`config.mk`:
```
export PLATFORM = sky130hd
export DESIGN_NAME = extended_range_oneshot_periodic_timer_top
export DESIGN_NICKNAME = d
export VERILOG_FILES = /design/src/rtl/ertm_pkg.sv /design/src/rtl/ertm_ctrl.sv /design/src/rtl/ertm_dp.sv /design/src/rtl/extended_range_oneshot_periodic_timer_top.sv
export SDC_FILE = /design/constraint.sdc
export NUM_CORES = 2
export LEC_CHECK = 0
export ABC_AREA = 0
export ABC_CLOCK_PERIOD_IN_PS = 10900
export BUFFER_PORTS_ARGS = -buffer_cell sky130_fd_sc_hd__buf_2
export CAP_MARGIN = 20
export CORE_ASPECT_RATIO = 1.2
export CORE_MARGIN = 4
export CORE_UTILIZATION = 55
export DETAILED_ROUTE_END_ITERATION = 8
export HOLD_SLACK_MARGIN = 0.08
export PLACE_DENSITY = 0.76
export SLEW_MARGIN = 10
export SYNTH_ARGS = -nofsm -noshare
export SYNTH_HDL_FRONTEND = slang
export SYNTH_HIERARCHICAL = 1
export SYNTH_SLANG_ARGS = --single-unit
```
`constraint.sdc`:
```
create_clock -name aclk -period 10.9 [get_ports aclk]
set_clock_uncertainty 0.2 [all_clocks]
set_input_delay 1.09 -clock aclk [delete_from_list [all_inputs] [get_ports aclk]]
set_output_delay 1.09 -clock aclk [all_outputs]
set_load 0.03 [all_outputs]
```
`src/rtl/ertm_pkg.sv`:
```
// ----------------------------------------------------------------------------
// ertm_pkg
// Shared types, request codes and conversion tables for the extended-range
// one-shot and periodic timer.
// ----------------------------------------------------------------------------
`default_nettype none

package ertm_pkg;

    localparam int unsigned E_CLOCK_HZ    = 8000000;
    localparam int unsigned DECIMAL_STEPS = 6;

    localparam logic [31:0] DIV10_RECIP   = 32'hCCCCCCCD;
    localparam logic [31:0] DIV1000_RECIP = 32'd2199023256;

    typedef enum logic [1:0] {
        REQ_TICK     = 2'd0,
        REQ_ONESHOT  = 2'd1,
        REQ_PERIODIC = 2'd2,
        REQ_READ     = 2'd3
    } ertm_req_t;

    typedef enum logic [2:0] {
        ST_IDLE,
        ST_SCALE_US,
        ST_SCALE_PROD,
        ST_APPLY,
        ST_TIME,
        ST_EMIT
    } ertm_state_t;

    typedef struct packed {
        logic [1:0]  req_type;
        logic [31:0] delay_us;
    } ertm_in_t;

    typedef struct packed {
        logic        once_fired;
        logic        periodic_fired;
        logic [31:0] cycle_count;
        logic [31:0] micro_time;
        logic [22:0] milli_time;
    } ertm_out_t;

    typedef struct packed {
        logic load;
        logic div;
        logic mul;
        logic apply;
        logic time_calc;
        logic emit;
    } ertm_cmd_t;

    typedef struct packed {
        logic      steps_zero;
        logic      over_limit;
        logic      out_full;
        ertm_req_t req;
    } ertm_stat_t;

    function automatic logic [31:0] reduced_freq(input int unsigned p);
        int unsigned f;
        f = E_CLOCK_HZ >> p;
        if (f == 0) begin
            f = 1;
        end
        for (int i = 0; i < DECIMAL_STEPS; i++) begin
            if (f % 10 == 0) begin
                f = f / 10;
            end
        end
        return 32'(f);
    endfunction

    function automatic logic [2:0] left_steps(input int unsigned p);
        int unsigned f;
        int unsigned s;
        f = E_CLOCK_HZ >> p;
        s = DECIMAL_STEPS;
        if (f == 0) begin
            f = 1;
        end
        for (int i = 0; i < DECIMAL_STEPS; i++) begin
            if (s > 0 && f % 10 == 0) begin
                f = f / 10;
                s = s - 1;
            end
        end
        return 3'(s);
    endfunction

    localparam logic [31:0] F_TAB [8] = '{
        reduced_freq(0), reduced_freq(1), reduced_freq(2), reduced_freq(3),
        reduced_freq(4), reduced_freq(5), reduced_freq(6), reduced_freq(7)
    };

    localparam logic [2:0] STEPS_TAB [8] = '{
        left_steps(0), left_steps(1), left_steps(2), left_steps(3),
        left_steps(4), left_steps(5), left_steps(6), left_steps(7)
    };

    localparam logic [31:0] LIMIT_TAB [8] = '{
        32'hFFFFFFFF / F_TAB[0], 32'hFFFFFFFF / F_TAB[1],
        32'hFFFFFFFF / F_TAB[2], 32'hFFFFFFFF / F_TAB[3],
        32'hFFFFFFFF / F_TAB[4], 32'hFFFFFFFF / F_TAB[5],
        32'hFFFFFFFF / F_TAB[6], 32'hFFFFFFFF / F_TAB[7]
    };

endpackage

`default_nettype wire

```
`src/rtl/ertm_ctrl.sv`:
```
// ----------------------------------------------------------------------------
// ertm_ctrl
// Sequencer: accepts a request, steps the microsecond conversion, applies
// the request and hands the result to the output register.
// ----------------------------------------------------------------------------
`default_nettype none

module ertm_ctrl (
    input  wire logic                aclk,
    input  wire logic                aresetn,
    input  wire logic                s_valid,
    output logic                     s_ready,
    input  wire logic                m_ready,
    input  wire ertm_pkg::ertm_stat_t stat,
    output ertm_pkg::ertm_cmd_t      cmd
);

    ertm_pkg::ertm_state_t state_reg;
    ertm_pkg::ertm_state_t state_next;

    always_ff @(posedge aclk) begin
        if (!aresetn) begin
            state_reg <= ertm_pkg::ST_IDLE;
        end else begin
            state_reg <= state_next;
        end
    end

    always_comb begin
        state_next = state_reg;
        cmd        = '0;
        s_ready    = 1'b0;
        case (state_reg)
            ertm_pkg::ST_IDLE: begin
                s_ready = 1'b1;
                if (s_valid) begin
                    cmd.load   = 1'b1;
                    state_next = ertm_pkg::ST_SCALE_US;
                end
            end
            ertm_pkg::ST_SCALE_US: begin
                if (!(stat.req inside {ertm_pkg::REQ_ONESHOT, ertm_pkg::REQ_PERIODIC})) begin
                    state_next = ertm_pkg::ST_APPLY;
                end else if (!stat.steps_zero && stat.over_limit) begin
                    cmd.div = 1'b1;
                end else begin
                    cmd.mul    = 1'b1;
                    state_next = ertm_pkg::ST_SCALE_PROD;
                end
            end
            ertm_pkg::ST_SCALE_PROD: begin
                if (!stat.steps_zero) begin
                    cmd.div = 1'b1;
                end else begin
                    state_next = ertm_pkg::ST_APPLY;
                end
            end
            ertm_pkg::ST_APPLY: begin
                cmd.apply  = 1'b1;
                state_next = ertm_pkg::ST_TIME;
            end
            ertm_pkg::ST_TIME: begin
                cmd.time_calc = 1'b1;
                state_next    = ertm_pkg::ST_EMIT;
            end
            ertm_pkg::ST_EMIT: begin
                if (!stat.out_full || m_ready) begin
                    cmd.emit   = 1'b1;
                    state_next = ertm_pkg::ST_IDLE;
                end
            end
            default: begin
                state_next = ertm_pkg::ST_IDLE;
            end
        endcase
    end

endmodule

`default_nettype wire

```
`src/rtl/ertm_dp.sv`:
```
// ----------------------------------------------------------------------------
// ertm_dp
// Datapath: timer state, microsecond conversion unit, time scaling and the
// output register.
// ----------------------------------------------------------------------------
`default_nettype none

module ertm_dp (
    input  wire logic                aclk,
    input  wire logic                aresetn,
    input  wire logic                cfg_wr_en,
    input  wire logic [2:0]          cfg_wr_data,
    input  wire ertm_pkg::ertm_in_t  s_data,
    input  wire logic                m_ready,
    output logic                     m_valid,
    output ertm_pkg::ertm_out_t      m_data,
    input  wire ertm_pkg::ertm_cmd_t cmd,
    output ertm_pkg::ertm_stat_t     stat
);

    logic [2:0]  prescale_reg;
    ertm_pkg::ertm_req_t req_reg;
    logic [31:0] work_reg;
    logic [2:0]  steps_reg;
    logic [15:0] tick_reg, wrap_reg;
    logic [15:0] once_cmp_reg, once_pend_reg;
    logic        once_armed_reg;
    logic [15:0] per_cmp_reg, per_pend_reg, per_reload_reg, per_low_reg;
    logic        per_armed_reg;
    logic        of_reg, pf_reg;
    logic [31:0] micro_reg;
    logic        m_valid_reg;
    ertm_pkg::ertm_out_t out_reg;

    logic [63:0] div10_prod;
    logic [31:0] div10_q;
    logic [31:0] mul_q;
    logic [15:0] tick_next;
    logic [15:0] wraps, low;
    logic        once_hit, per_hit;
    logic [31:0] cyc;
    logic [31:0] micro_next;
    logic [63:0] milli_prod;

    assign div10_prod = 64'(work_reg) * 64'(ertm_pkg::DIV10_RECIP);
    assign div10_q    = 32'(div10_prod[63:35]);
    assign mul_q      = work_reg * ertm_pkg::F_TAB[prescale_reg];
    assign tick_next  = tick_reg + 16'd1;
    assign wraps      = work_reg[31:16];
    assign low        = (work_reg == 32'd0) ? 16'd1 : work_reg[15:0];
    assign once_hit   = once_armed_reg && (tick_next == once_cmp_reg);
    assign per_hit    = per_armed_reg && (tick_next == per_cmp_reg);
    assign cyc        = {wrap_reg, tick_reg};
    assign micro_next = (prescale_reg >= 3'd3) ? (cyc << (prescale_reg - 3'd3))
                                               : (cyc >> (3'd3 - prescale_reg));
    assign milli_prod = 64'(micro_reg) * 64'(ertm_pkg::DIV1000_RECIP);

    always_ff @(posedge aclk) begin
        if (!aresetn) begin
            prescale_reg   <= '0;
            tick_reg       <= '0;
            wrap_reg       <= '0;
            once_cmp_reg   <= '0;
            once_pend_reg  <= '0;
            once_armed_reg <= 1'b0;
            per_cmp_reg    <= '0;
            per_pend_reg   <= '0;
            per_reload_reg <= '0;
            per_low_reg    <= '0;
            per_armed_reg  <= 1'b0;
            m_valid_reg    <= 1'b0;
        end else begin
            if (cfg_wr_en) begin
                prescale_reg <= cfg_wr_data;
            end
            if (cmd.apply) begin
                case (req_reg)
                    ertm_pkg::REQ_TICK: begin
                        tick_reg <= tick_next;
                        if (tick_next == 16'd0) begin
                            wrap_reg <= wrap_reg + 16'd1;
                        end
                        if (once_hit) begin
                            if (once_pend_reg != 16'd0) begin
                                once_pend_reg <= once_pend_reg - 16'd1;
                            end else begin
                                once_armed_reg <= 1'b0;
                            end
                        end
                        if (per_hit) begin
                            if (per_pend_reg != 16'd0) begin
                                per_pend_reg <= per_pend_reg - 16'd1;
                            end else begin
                                per_pend_reg <= per_reload_reg;
                                per_cmp_reg  <= tick_next + per_low_reg;
                            end
                        end
                    end
                    ertm_pkg::REQ_ONESHOT: begin
                        once_pend_reg  <= wraps;
                        once_cmp_reg   <= tick_reg + low;
                        once_armed_reg <= 1'b1;
                    end
                    ertm_pkg::REQ_PERIODIC: begin
                        per_pend_reg   <= wraps;
                        per_reload_reg <= wraps;
                        per_low_reg    <= low;
                        per_cmp_reg    <= tick_reg + low;
                        per_armed_reg  <= 1'b1;
                    end
                    default: begin
                    end
                endcase
            end
            if (cmd.emit) begin
                m_valid_reg <= 1'b1;
            end else if (m_ready) begin
                m_valid_reg <= 1'b0;
            end
        end
    end

    always_ff @(posedge aclk) begin
        if (cmd.load) begin
            req_reg   <= ertm_pkg::ertm_req_t'(s_data.req_type);
            work_reg  <= s_data.delay_us;
            steps_reg <= ertm_pkg::STEPS_TAB[prescale_reg];
        end else if (cmd.div) begin
            work_reg  <= div10_q;
            steps_reg <= steps_reg - 3'd1;
        end else if (cmd.mul) begin
            work_reg <= mul_q;
        end
        if (cmd.apply) begin
            of_reg <= (req_reg == ertm_pkg::REQ_TICK) && once_hit
                      && (once_pend_reg == 16'd0);
            pf_reg <= (req_reg == ertm_pkg::REQ_TICK) && per_hit
                      && (per_pend_reg == 16'd0);
        end
        if (cmd.time_calc) begin
            micro_reg <= micro_next;
        end
        if (cmd.emit) begin
            out_reg.once_fired     <= of_reg;
            out_reg.periodic_fired <= pf_reg;
            out_reg.cycle_count    <= cyc;
            out_reg.micro_time     <= micro_reg;
            out_reg.milli_time     <= milli_prod[63:41];
        end
    end

    assign stat.steps_zero = (steps_reg == 3'd0);
    assign stat.over_limit = (work_reg > ertm_pkg::LIMIT_TAB[prescale_reg]);
    assign stat.out_full   = m_valid_reg;
    assign stat.req        = req_reg;
    assign m_valid         = m_valid_reg;
    assign m_data          = out_reg;

    a_div_steps: assert property (@(posedge aclk) disable iff (!aresetn)
        cmd.div |-> steps_reg != 3'd0)
        else $error("decimal step taken with none left");

    a_once_disarm: assert property (@(posedge aclk) disable iff (!aresetn)
        cmd.apply && req_reg == ertm_pkg::REQ_TICK && once_hit
        && once_pend_reg == 16'd0 |=> !once_armed_reg && of_reg)
        else $error("one-shot fired without disarming");

    a_emit_room: assert property (@(posedge aclk) disable iff (!aresetn)
        cmd.emit |-> !m_valid_reg || m_ready)
        else $error("result overwrote a pending result");

endmodule

`default_nettype wire

```
`src/rtl/extended_range_oneshot_periodic_timer_top.sv`:
```
// ----------------------------------------------------------------------------
// extended_range_oneshot_periodic_timer_top
// Output-compare timer with a 16-bit counter, a 16-bit wrap extension and
// a one-shot and a periodic compare channel.
//
// Usage:
//   s_valid/s_ready/s_data carry one request: tick, arm one-shot, arm
//   periodic or read time. Every request gives one result on
//   m_valid/m_ready/m_data with the fire flags and the current time.
//   cfg_wr_en/cfg_wr_data write the 3-bit prescale; write it only idle.
// Sequencing:
//   tick and read requests pass the scale, apply, time and emit states;
//   arm requests add one multiply and N decimal divide-by-ten steps,
//   N being the steps left (at most 4), one per cycle in the shared
//   reciprocal unit. One request is in flight at a time.
// Reset:
//   aresetn (synchronous, active low) clears the counters, disarms both
//   channels, sets prescale to zero and drops any pending result.
// Stall:
//   a result holds in the output register while m_ready is low; the
//   sequencer waits before emitting the next one.
// ----------------------------------------------------------------------------
`default_nettype none

module extended_range_oneshot_periodic_timer_top (
    input  wire logic                aclk,
    input  wire logic                aresetn,
    input  wire logic                cfg_wr_en,
    input  wire logic [2:0]          cfg_wr_data,
    input  wire logic                s_valid,
    output logic                     s_ready,
    input  wire ertm_pkg::ertm_in_t  s_data,
    output logic                     m_valid,
    input  wire logic                m_ready,
    output ertm_pkg::ertm_out_t      m_data
);

    ertm_pkg::ertm_cmd_t  cmd;
    ertm_pkg::ertm_stat_t stat;

    ertm_ctrl u_ctrl (
        .aclk    (aclk),
        .aresetn (aresetn),
        .s_valid (s_valid),
        .s_ready (s_ready),
        .m_ready (m_ready),
        .stat    (stat),
        .cmd     (cmd)
    );

    ertm_dp u_dp (
        .aclk        (aclk),
        .aresetn     (aresetn),
        .cfg_wr_en   (cfg_wr_en),
        .cfg_wr_data (cfg_wr_data),
        .s_data      (s_data),
        .m_ready     (m_ready),
        .m_valid     (m_valid),
        .m_data      (m_data),
        .cmd         (cmd),
        .stat        (stat)
    );

endmodule

`default_nettype wire
```
# ---- Word level (Yosys, flattened, before mapping)
# Memories as Yosys holds them, arrays and structs flattened.
# Cells that the tools add are included.
dict set report op_classes {
  add_sub_neg 9
  n_mul 3
  order_cmp 3
  eq_ne 18
  shift 2
  mux 46
  bitwise 1
  reduce_logical 34
}
# op count
set op_table {}
lappend op_table {{32-bit two-way mux} 8}
lappend op_table {{16-bit two-way mux} 7}
lappend op_table {{16-bit one-hot mux with 2 select lines} 3}
lappend op_table {{32-bit by 32-bit multiplier with 64-bit output, second input constant} 1}
lappend op_table {{32-bit by 29-bit multiplier with 61-bit output, second input constant} 1}
lappend op_table {{16-bit logical NOT} 3}
lappend op_table {{16-bit by 1-bit adder with 16-bit output, second input constant} 2}
lappend op_table {{16-bit adder} 2}
lappend op_table {{16-bit == test} 2}
lappend op_table {{32-bit greater-than comparator} 1}
lappend op_table {{32-bit logical NOT} 1}
lappend op_table {{32-bit by 32-bit multiplier with 32-bit output} 1}
lappend op_table {{16-bit nonzero test} 2}
lappend op_table {{32-bit by 3-bit left shift with 32-bit output} 1}
lappend op_table {{32-bit by 3-bit right shift with 32-bit output} 1}
lappend op_table {{16-bit by 1-bit subtractor with 16-bit output, second input constant} 2}
lappend op_table {{3-bit two-way mux} 9}
lappend op_table {{3-bit one-hot mux with 6 select lines} 1}
lappend op_table {{4-bit AND reduction} 4}
lappend op_table {{1-bit two-way mux} 15}
lappend op_table {{2-bit by 1-bit inequality test with 1-bit output, second input constant} 5}
lappend op_table {{2-bit nonzero test} 5}
lappend op_table {{1-bit logical AND} 7}
lappend op_table {{3-bit by 2-bit == test with 1-bit output, second input constant} 2}
lappend op_table {{other kinds (21)} 30}
dict set report totals {
  regBits 297
  rom_bits 536
  inputBits 42
  elab_cells 143
  n_memories 3
}
# memory words word_bits rd rd_clocked_by_memory_dff wr line_no
set memory_table {}
lappend memory_table {{(name not given)} 8 32 1 0 0 ertm_dp.sv:47} ;# assign mul_q = work_reg * ertm_pkg::F_TAB[prescale_reg];
lappend memory_table {{(name not given)} 8 32 1 0 0 ertm_dp.sv:153} ;# assign stat.over_limit = (work_reg > ertm_pkg::LIMIT_TAB[prescale_reg]);
lappend memory_table {{(name not given)} 8 3 1 0 0 ertm_dp.sv:127} ;# steps_reg <= ertm_pkg::STEPS_TAB[prescale_reg];

# ---- Logic depth before layout (Yosys ltp)
dict set report logic_depth {
  word_depth 12
  ltp_mapped 33
}

# ---- Hierarchy
# The synthesis kept the hierarchy.
# module n_inst cells_each area_per_inst_um2 seq_area_each_um2
set by_module_without_submodules {}
lappend by_module_without_submodules {ertm_dp 1 5676 55209.2 7487.2}
lappend by_module_without_submodules {ertm_ctrl 1 34 271.5 60.1}

# ---- Worst setup path before layout
# No wires, ideal clock.
dict set report synth_path {
  path_type {reg2reg}
  start {register u_dp.prescale_reg[1]}
  end {register u_dp.work_reg[28] (data pin)}
  arrival_time_ns 7.815
  required_time_ns 10.424
  setup_slack_ns 2.609
  path_stages_with_launch 32
  path_buffers 4
  period_less_slack_ns 8.291
  path_cell_list {dfxtp_1 > inv_1 > clkbuf_1 > buf_1 > ha_1 > clkbuf_1 > and2_1 > a21oi_1 > clkbuf_1 > nor2_1 > fa_1 > inv_1 > fa_1 > fa_1 > inv_1 > fa_1 > ha_1 > ha_1 > fa_1 > fa_1 > ha_1 > a21o_1 > a21oi_1 > a21boi_0 > o21a_1 > a21o_1 > a31oi_1 > o41ai_1 > xor2_1 > nor2_1 > a41oi_1 > a31oi_1}
}
dict set report synth_via {
  elab_chain_len 11
  word_cells_on_any_way 16
  cone_classes {mul (1); order compare (1); mux (10); bitwise (1); reduce/logical (1); memory (2)}
}
# item line_no
set synth_lines {}
lappend synth_lines {{start, declared} ertm_dp.sv:21} ;# logic [2:0] prescale_reg;
lappend synth_lines {{start signal, assigned} ertm_dp.sv:74} ;# prescale_reg <= cfg_wr_data;
lappend synth_lines {{3-bit NOT with 4-bit output (implied by the code) *} {ertm_dp.sv:47, ertm_dp.sv:153}}
lappend synth_lines {{branches (longest 8 deep; another with memory read 8 x 32 bit)} -}
lappend synth_lines {{32-bit two-way mux *} ertm_dp.sv:128} ;# end else if (cmd.div) begin
lappend synth_lines {{32-bit two-way mux *} ertm_dp.sv:124} ;# if (cmd.load) begin
lappend synth_lines {{end signal, assigned} ertm_dp.sv:126} ;# work_reg <= s_data.delay_us;
lappend synth_lines {{end signal, assigned} ertm_dp.sv:129} ;# work_reg <= div10_q;
lappend synth_lines {{end signal, assigned} ertm_dp.sv:132} ;# work_reg <= mul_q;
lappend synth_lines {{end, declared} ertm_dp.sv:23} ;# logic [31:0] work_reg;
# Every way passes the cells marked *. The select of a mux whose other input is x is not followed.
# A chain may end at the register's enable or synchronous reset.

# ---- Worst setup path in the final report
dict set report layout_path {
  start {register u_dp.prescale_reg[1]}
  end {register u_dp.work_reg[23] (data pin)}
}
# The elaborated chain is that of the path after synthesis.

==> report_table.html <==
<table>
<tr><th>Metric</th><th>Value</th></tr>
<tr><th colspan="2">Clock tree</th></tr>
<tr><td>TritonCTS clock tree</td><td>done</td></tr>
<tr><td>Clock latency on the worst-skew pair</td><td>about 600 ps</td></tr>
<tr><td># clock sinks</td><td>between 200 and 300</td></tr>
<tr><td>TritonCTS buffer count</td><td>38</td></tr>
<tr><td>Maximum clock path buffer count</td><td>3</td></tr>
<tr><td>Post-CTS clock slew at the launch and capture registers of the worst setup and hold paths</td><td>60 ps</td></tr>
<tr><td>H-tree lvl count</td><td>2</td></tr>
<tr><td>Quantity of gates resized following cts</td><td>0</td></tr>
<tr><td>Hold bufs inserted after CTS</td><td>0</td></tr>
<tr><td>Setup Fix Bufs, Post-CTS</td><td>0</td></tr>
<tr><td>Root cell of the clock tree</td><td>sky130_fd_sc_hd__clkbuf_16</td></tr>
<tr><th colspan="2">Placed design</th></tr>
<tr><td>Pre-CTS worst setup slack</td><td>2160 ps</td></tr>
<tr><td>Post-DP HPWL</td><td>129000 um</td></tr>
<tr><td>PortBufs</td><td>132</td></tr>
<tr><td>Number of cells after detailed placement</td><td>7027</td></tr>
<tr><td>Gp weighted congestion</td><td>1.05</td></tr>
<tr><th colspan="2">Synthesis</th></tr>
<tr><td>Net count after synthesis</td><td>7579</td></tr>
<tr><td>Synth unique cells</td><td>between 100 and 150</td></tr>
<tr><td>Fraction of the yosys area taken by sequential cells</td><td>13.6%</td></tr>
<tr><td>Post-Synthesis Cells</td><td>5710</td></tr>
<tr><td>Number of register bits inferred by synthesis</td><td>297</td></tr>
<tr><td>Post-synth EDFFs</td><td>160</td></tr>
<tr><td>Synthesis warning total</td><td>6</td></tr>
<tr><td>Synthesized area per cell</td><td>9.72 um2</td></tr>
<tr><td>Synth Flop Type</td><td>sky130_fd_sc_hd__edfxtp_1</td></tr>
<tr><td>Syn Std Cell Area</td><td>about 55000 um2</td></tr>
<tr><td>Async set or reset register ratio after synthesis</td><td>0%</td></tr>
<tr><th colspan="2">Worst setup path</th></tr>
<tr><td>Required arrival time at the worst endpoint</td><td>11030 ps</td></tr>
<tr><td>Crit path arrival time</td><td>9050 ps</td></tr>
<tr><td>Largest fanout on the critical path</td><td>31</td></tr>
<tr><td>Buf+Inv Stages, Crit Path</td><td>7</td></tr>
<tr><td>Worst setup startpoint</td><td>u_dp/prescale_reg[1]</td></tr>
<tr><td>Cell depth of the worst flop-to-flop path</td><td>27</td></tr>
<tr><td>Most Frequent Cell on Critical Path</td><td>sky130_fd_sc_hd__fa_1</td></tr>
<tr><td>Worst flop-to-flop path endpoint</td><td>u_dp/work_reg[23]</td></tr>
<tr><td>Total stage count of the critical path</td><td>27</td></tr>
<tr><td>Type of element launching the critical path</td><td>flop</td></tr>
<tr><td>Setup CP Type</td><td>flop to flop</td></tr>
<tr><td>Setup crit end kind</td><td>flop</td></tr>
<tr><td>Family of cells with the greatest summed delay on the critical path</td><td>adder cells</td></tr>
<tr><td>R2r startpoint</td><td>u_dp/prescale_reg[1]</td></tr>
<tr><td>Worst stage delay on the critical path</td><td>~960 ps</td></tr>
<tr><td>Reg-to-reg slack, setup</td><td>1980 ps</td></tr>
<tr><td>Slowest library cell on the worst path</td><td>sky130_fd_sc_hd__ha_1</td></tr>
<tr><td>Crit path capture</td><td>u_dp/work_reg[23]</td></tr>
<tr><th colspan="2">Detailed routing</th></tr>
<tr><td>Detail Route Antenna Nets</td><td>0</td></tr>
<tr><td>Iteration-0 DRC Markers</td><td>~3000</td></tr>
<tr><td>First drt pass iteration count</td><td>6</td></tr>
<tr><td>Total via count after detailed routing</td><td>41027</td></tr>
<tr><td>DRC violation count after routing</td><td>0</td></tr>
<tr><td>Routed length per placed instance</td><td>22.1 um</td></tr>
<tr><td>Routed WL</td><td>157000 um</td></tr>
<tr><td>Vias per inst</td><td>~5.8</td></tr>
<tr><th colspan="2">STA</th></tr>
<tr><td>Portion of the clock cycle consumed by the worst path in the final layout</td><td>81.8%</td></tr>
<tr><td>Worst-case setup margin in the final layout</td><td>1980 ps</td></tr>
<tr><td>Maximum clock frequency</td><td>between 100 and 150 MHz</td></tr>
<tr><td>Remaining max-slew budget at the tightest pin</td><td>approximately 28%</td></tr>
<tr><td>Final setup vio count</td><td>0</td></tr>
<tr><td>Setup repair after global routing missed its margin</td><td>false</td></tr>
<tr><td>Transition at the pin with the smallest max-transition slack</td><td>1090 ps</td></tr>
<tr><td>Total Negative Setup Slacks</td><td>0 ps</td></tr>
<tr><td>Final Hold Fails</td><td>0</td></tr>
<tr><td>Final-report max-slew violation count</td><td>0</td></tr>
<tr><td>WHS</td><td>253 ps</td></tr>
<tr><td>Post-layout min period</td><td>a little under 9000 ps</td></tr>
<tr><th colspan="2">Layout</th></tr>
<tr><td>Post-route non-filler standard cell count</td><td>7099</td></tr>
<tr><td>Largest register FFs</td><td>89</td></tr>
<tr><td>Fillers</td><td>8448</td></tr>
<tr><td>Most frequent cells in the layout</td><td>1283 x sky130_fd_sc_hd__inv_1, 991 x sky130_fd_sc_hd__ha_1, 836 x sky130_fd_sc_hd__fa_1</td></tr>
<tr><td>Final net count</td><td>7647</td></tr>
<tr><td>Most common library cell in the layout ignoring fill and taps</td><td>sky130_fd_sc_hd__inv_1</td></tr>
<tr><td>Sequential standard cell area</td><td>7550 um2</td></tr>
<tr><td>Multi-input gate area in the final layout</td><td>42400 um2</td></tr>
<tr><td>Ratio of cells with drive above 1 in the final layout</td><td>6.25%</td></tr>
<tr><td>Area growth from synthesis to final layout</td><td>6.15%</td></tr>
<tr><th colspan="2">Global routing</th></tr>
<tr><td>Initial antenna violation count</td><td>2</td></tr>
<tr><td>Overall Global Routing Usage</td><td>29.9%</td></tr>
<tr><td>Congestion Overflow GR</td><td>0</td></tr>
<tr><td>Via count of the first global-routing pass</td><td>43269</td></tr>
<tr><td>Largest net degree at the start of global routing</td><td>~90</td></tr>
<tr><td>Global-route wire length before repair</td><td>245000 um</td></tr>
<tr><th colspan="2">Flow run</th></tr>
<tr><td>Max-cap violations</td><td>0</td></tr>
<tr><th colspan="2">Floorplanning</th></tr>
<tr><td>DIE AREA</td><td>106000 um2</td></tr>
<tr><td>Height of the chip</td><td>356 um</td></tr>
<tr><td>Floorplan row count</td><td>127</td></tr>
<tr><td>Core footprint</td><td>around 100000 um2</td></tr>
<tr><td>DIE WIDTH</td><td>298 um</td></tr>
<tr><td>Ports</td><td>133</td></tr>
<tr><td>Starting Density</td><td>55.5%</td></tr>
<tr><th colspan="2">Run status</th></tr>
<tr><td>Result of the run</td><td>finished, final reports clean</td></tr>
<tr><th colspan="2">Worst hold path</th></tr>
<tr><td>Worst min-delay path class</td><td>flop to flop</td></tr>
</table>
-- cell type report --
class                      count  area share (%)
tap                         1290            2.74
clock buffer                  45            1.77
timing repair buffer         189            1.85
inverter                    1288            8.21
multi-input combinational   3964            72.1
sequential                   297            12.8
antenna                        1         0.00425
clock inverter                25           0.521
-- layer usage --
metal	track usage (%)	routed length (um)	vias up
met4	16.6	10400	0
met2	51.3	76300	1648
li1	-	-	18576
met5	0	0	-
met1	36.5	59500	20361
met3	4.13	10600	442
-- Yosys cell counts, drive strengths merged, types with 8 or more instances --
master,number,share of area [%]
dfxtp,137,4.9
ha,991,22
or3,20,0.23
nor2,281,1.9
nand2b,51,0.58
a31oi,23,0.29
clkbuf,126,0.85
a21o,82,1.1
fa,836,30
a21oi,268,2.4
inv,1286,8.7
nor2b,45,0.52
o21a,16,0.22
nor3b,8,0.11
o22ai,8,0.090
mux2,15,0.30
nor3,110,1.0
and2,85,0.96
nor4,17,0.24
a211oi,61,0.86
mux2i,48,0.87
or4,9,0.15
and3,24,0.28
a311oi,9,0.17
o21ai,152,1.4
nand4,43,0.50
xnor2,115,1.8
edfxtp,160,8.7
mux4,27,1.1
nand2,318,2.2
buf,35,0.38
o211ai,10,0.14
o21bai,25,0.35
xor2,121,2.0
nand3,44,0.43
-- metrics by stage --
stage                     area [um2]  utilization, %
after detailed placement       57500            57.6
after floorplan                55500               -
final                          58900            58.9
after global routing           58900            58.9
after global placement         57500            57.6
after CTS                      58900            58.9
-- worst min-delay path: stages, from the launching register on --
cell and delay [ps]:
sky130_fd_sc_hd__dfxtp_1 310, sky130_fd_sc_hd__nand2_1 50, sky130_fd_sc_hd__a21oi_1 50
-- cells by family after synthesis --
logic type	share of synthesized area, %
buf+inv	9.95
simple gates	9.43
compound gates	8.41
flops	13.6
xor+xnor	3.83
fa+ha+maj	52.5
mux	2.27
-- worst min-delay path by stage --
stage                            from                     end  slack [ps]  depth (start not counted)
2_1_floorplan             u_dp/pf_reg         u_dp/m_data[87]         200                          0
3_3_place_gp              u_dp/pf_reg         u_dp/m_data[87]         220                          0
3_5_place_dp              u_dp/pf_reg         u_dp/m_data[87]         210                          0
4_1_cts        u_dp/per_reload_reg[3]  u_dp/per_reload_reg[3]         260                          2
5_1_grt                   u_dp/pf_reg         u_dp/m_data[87]         260                          0
6_report       u_dp/per_reload_reg[9]  u_dp/per_reload_reg[9]         250                          2
Power is not shown: default switching activity piles up to over one toggle a cycle in this logic, so the estimate is an artifact.
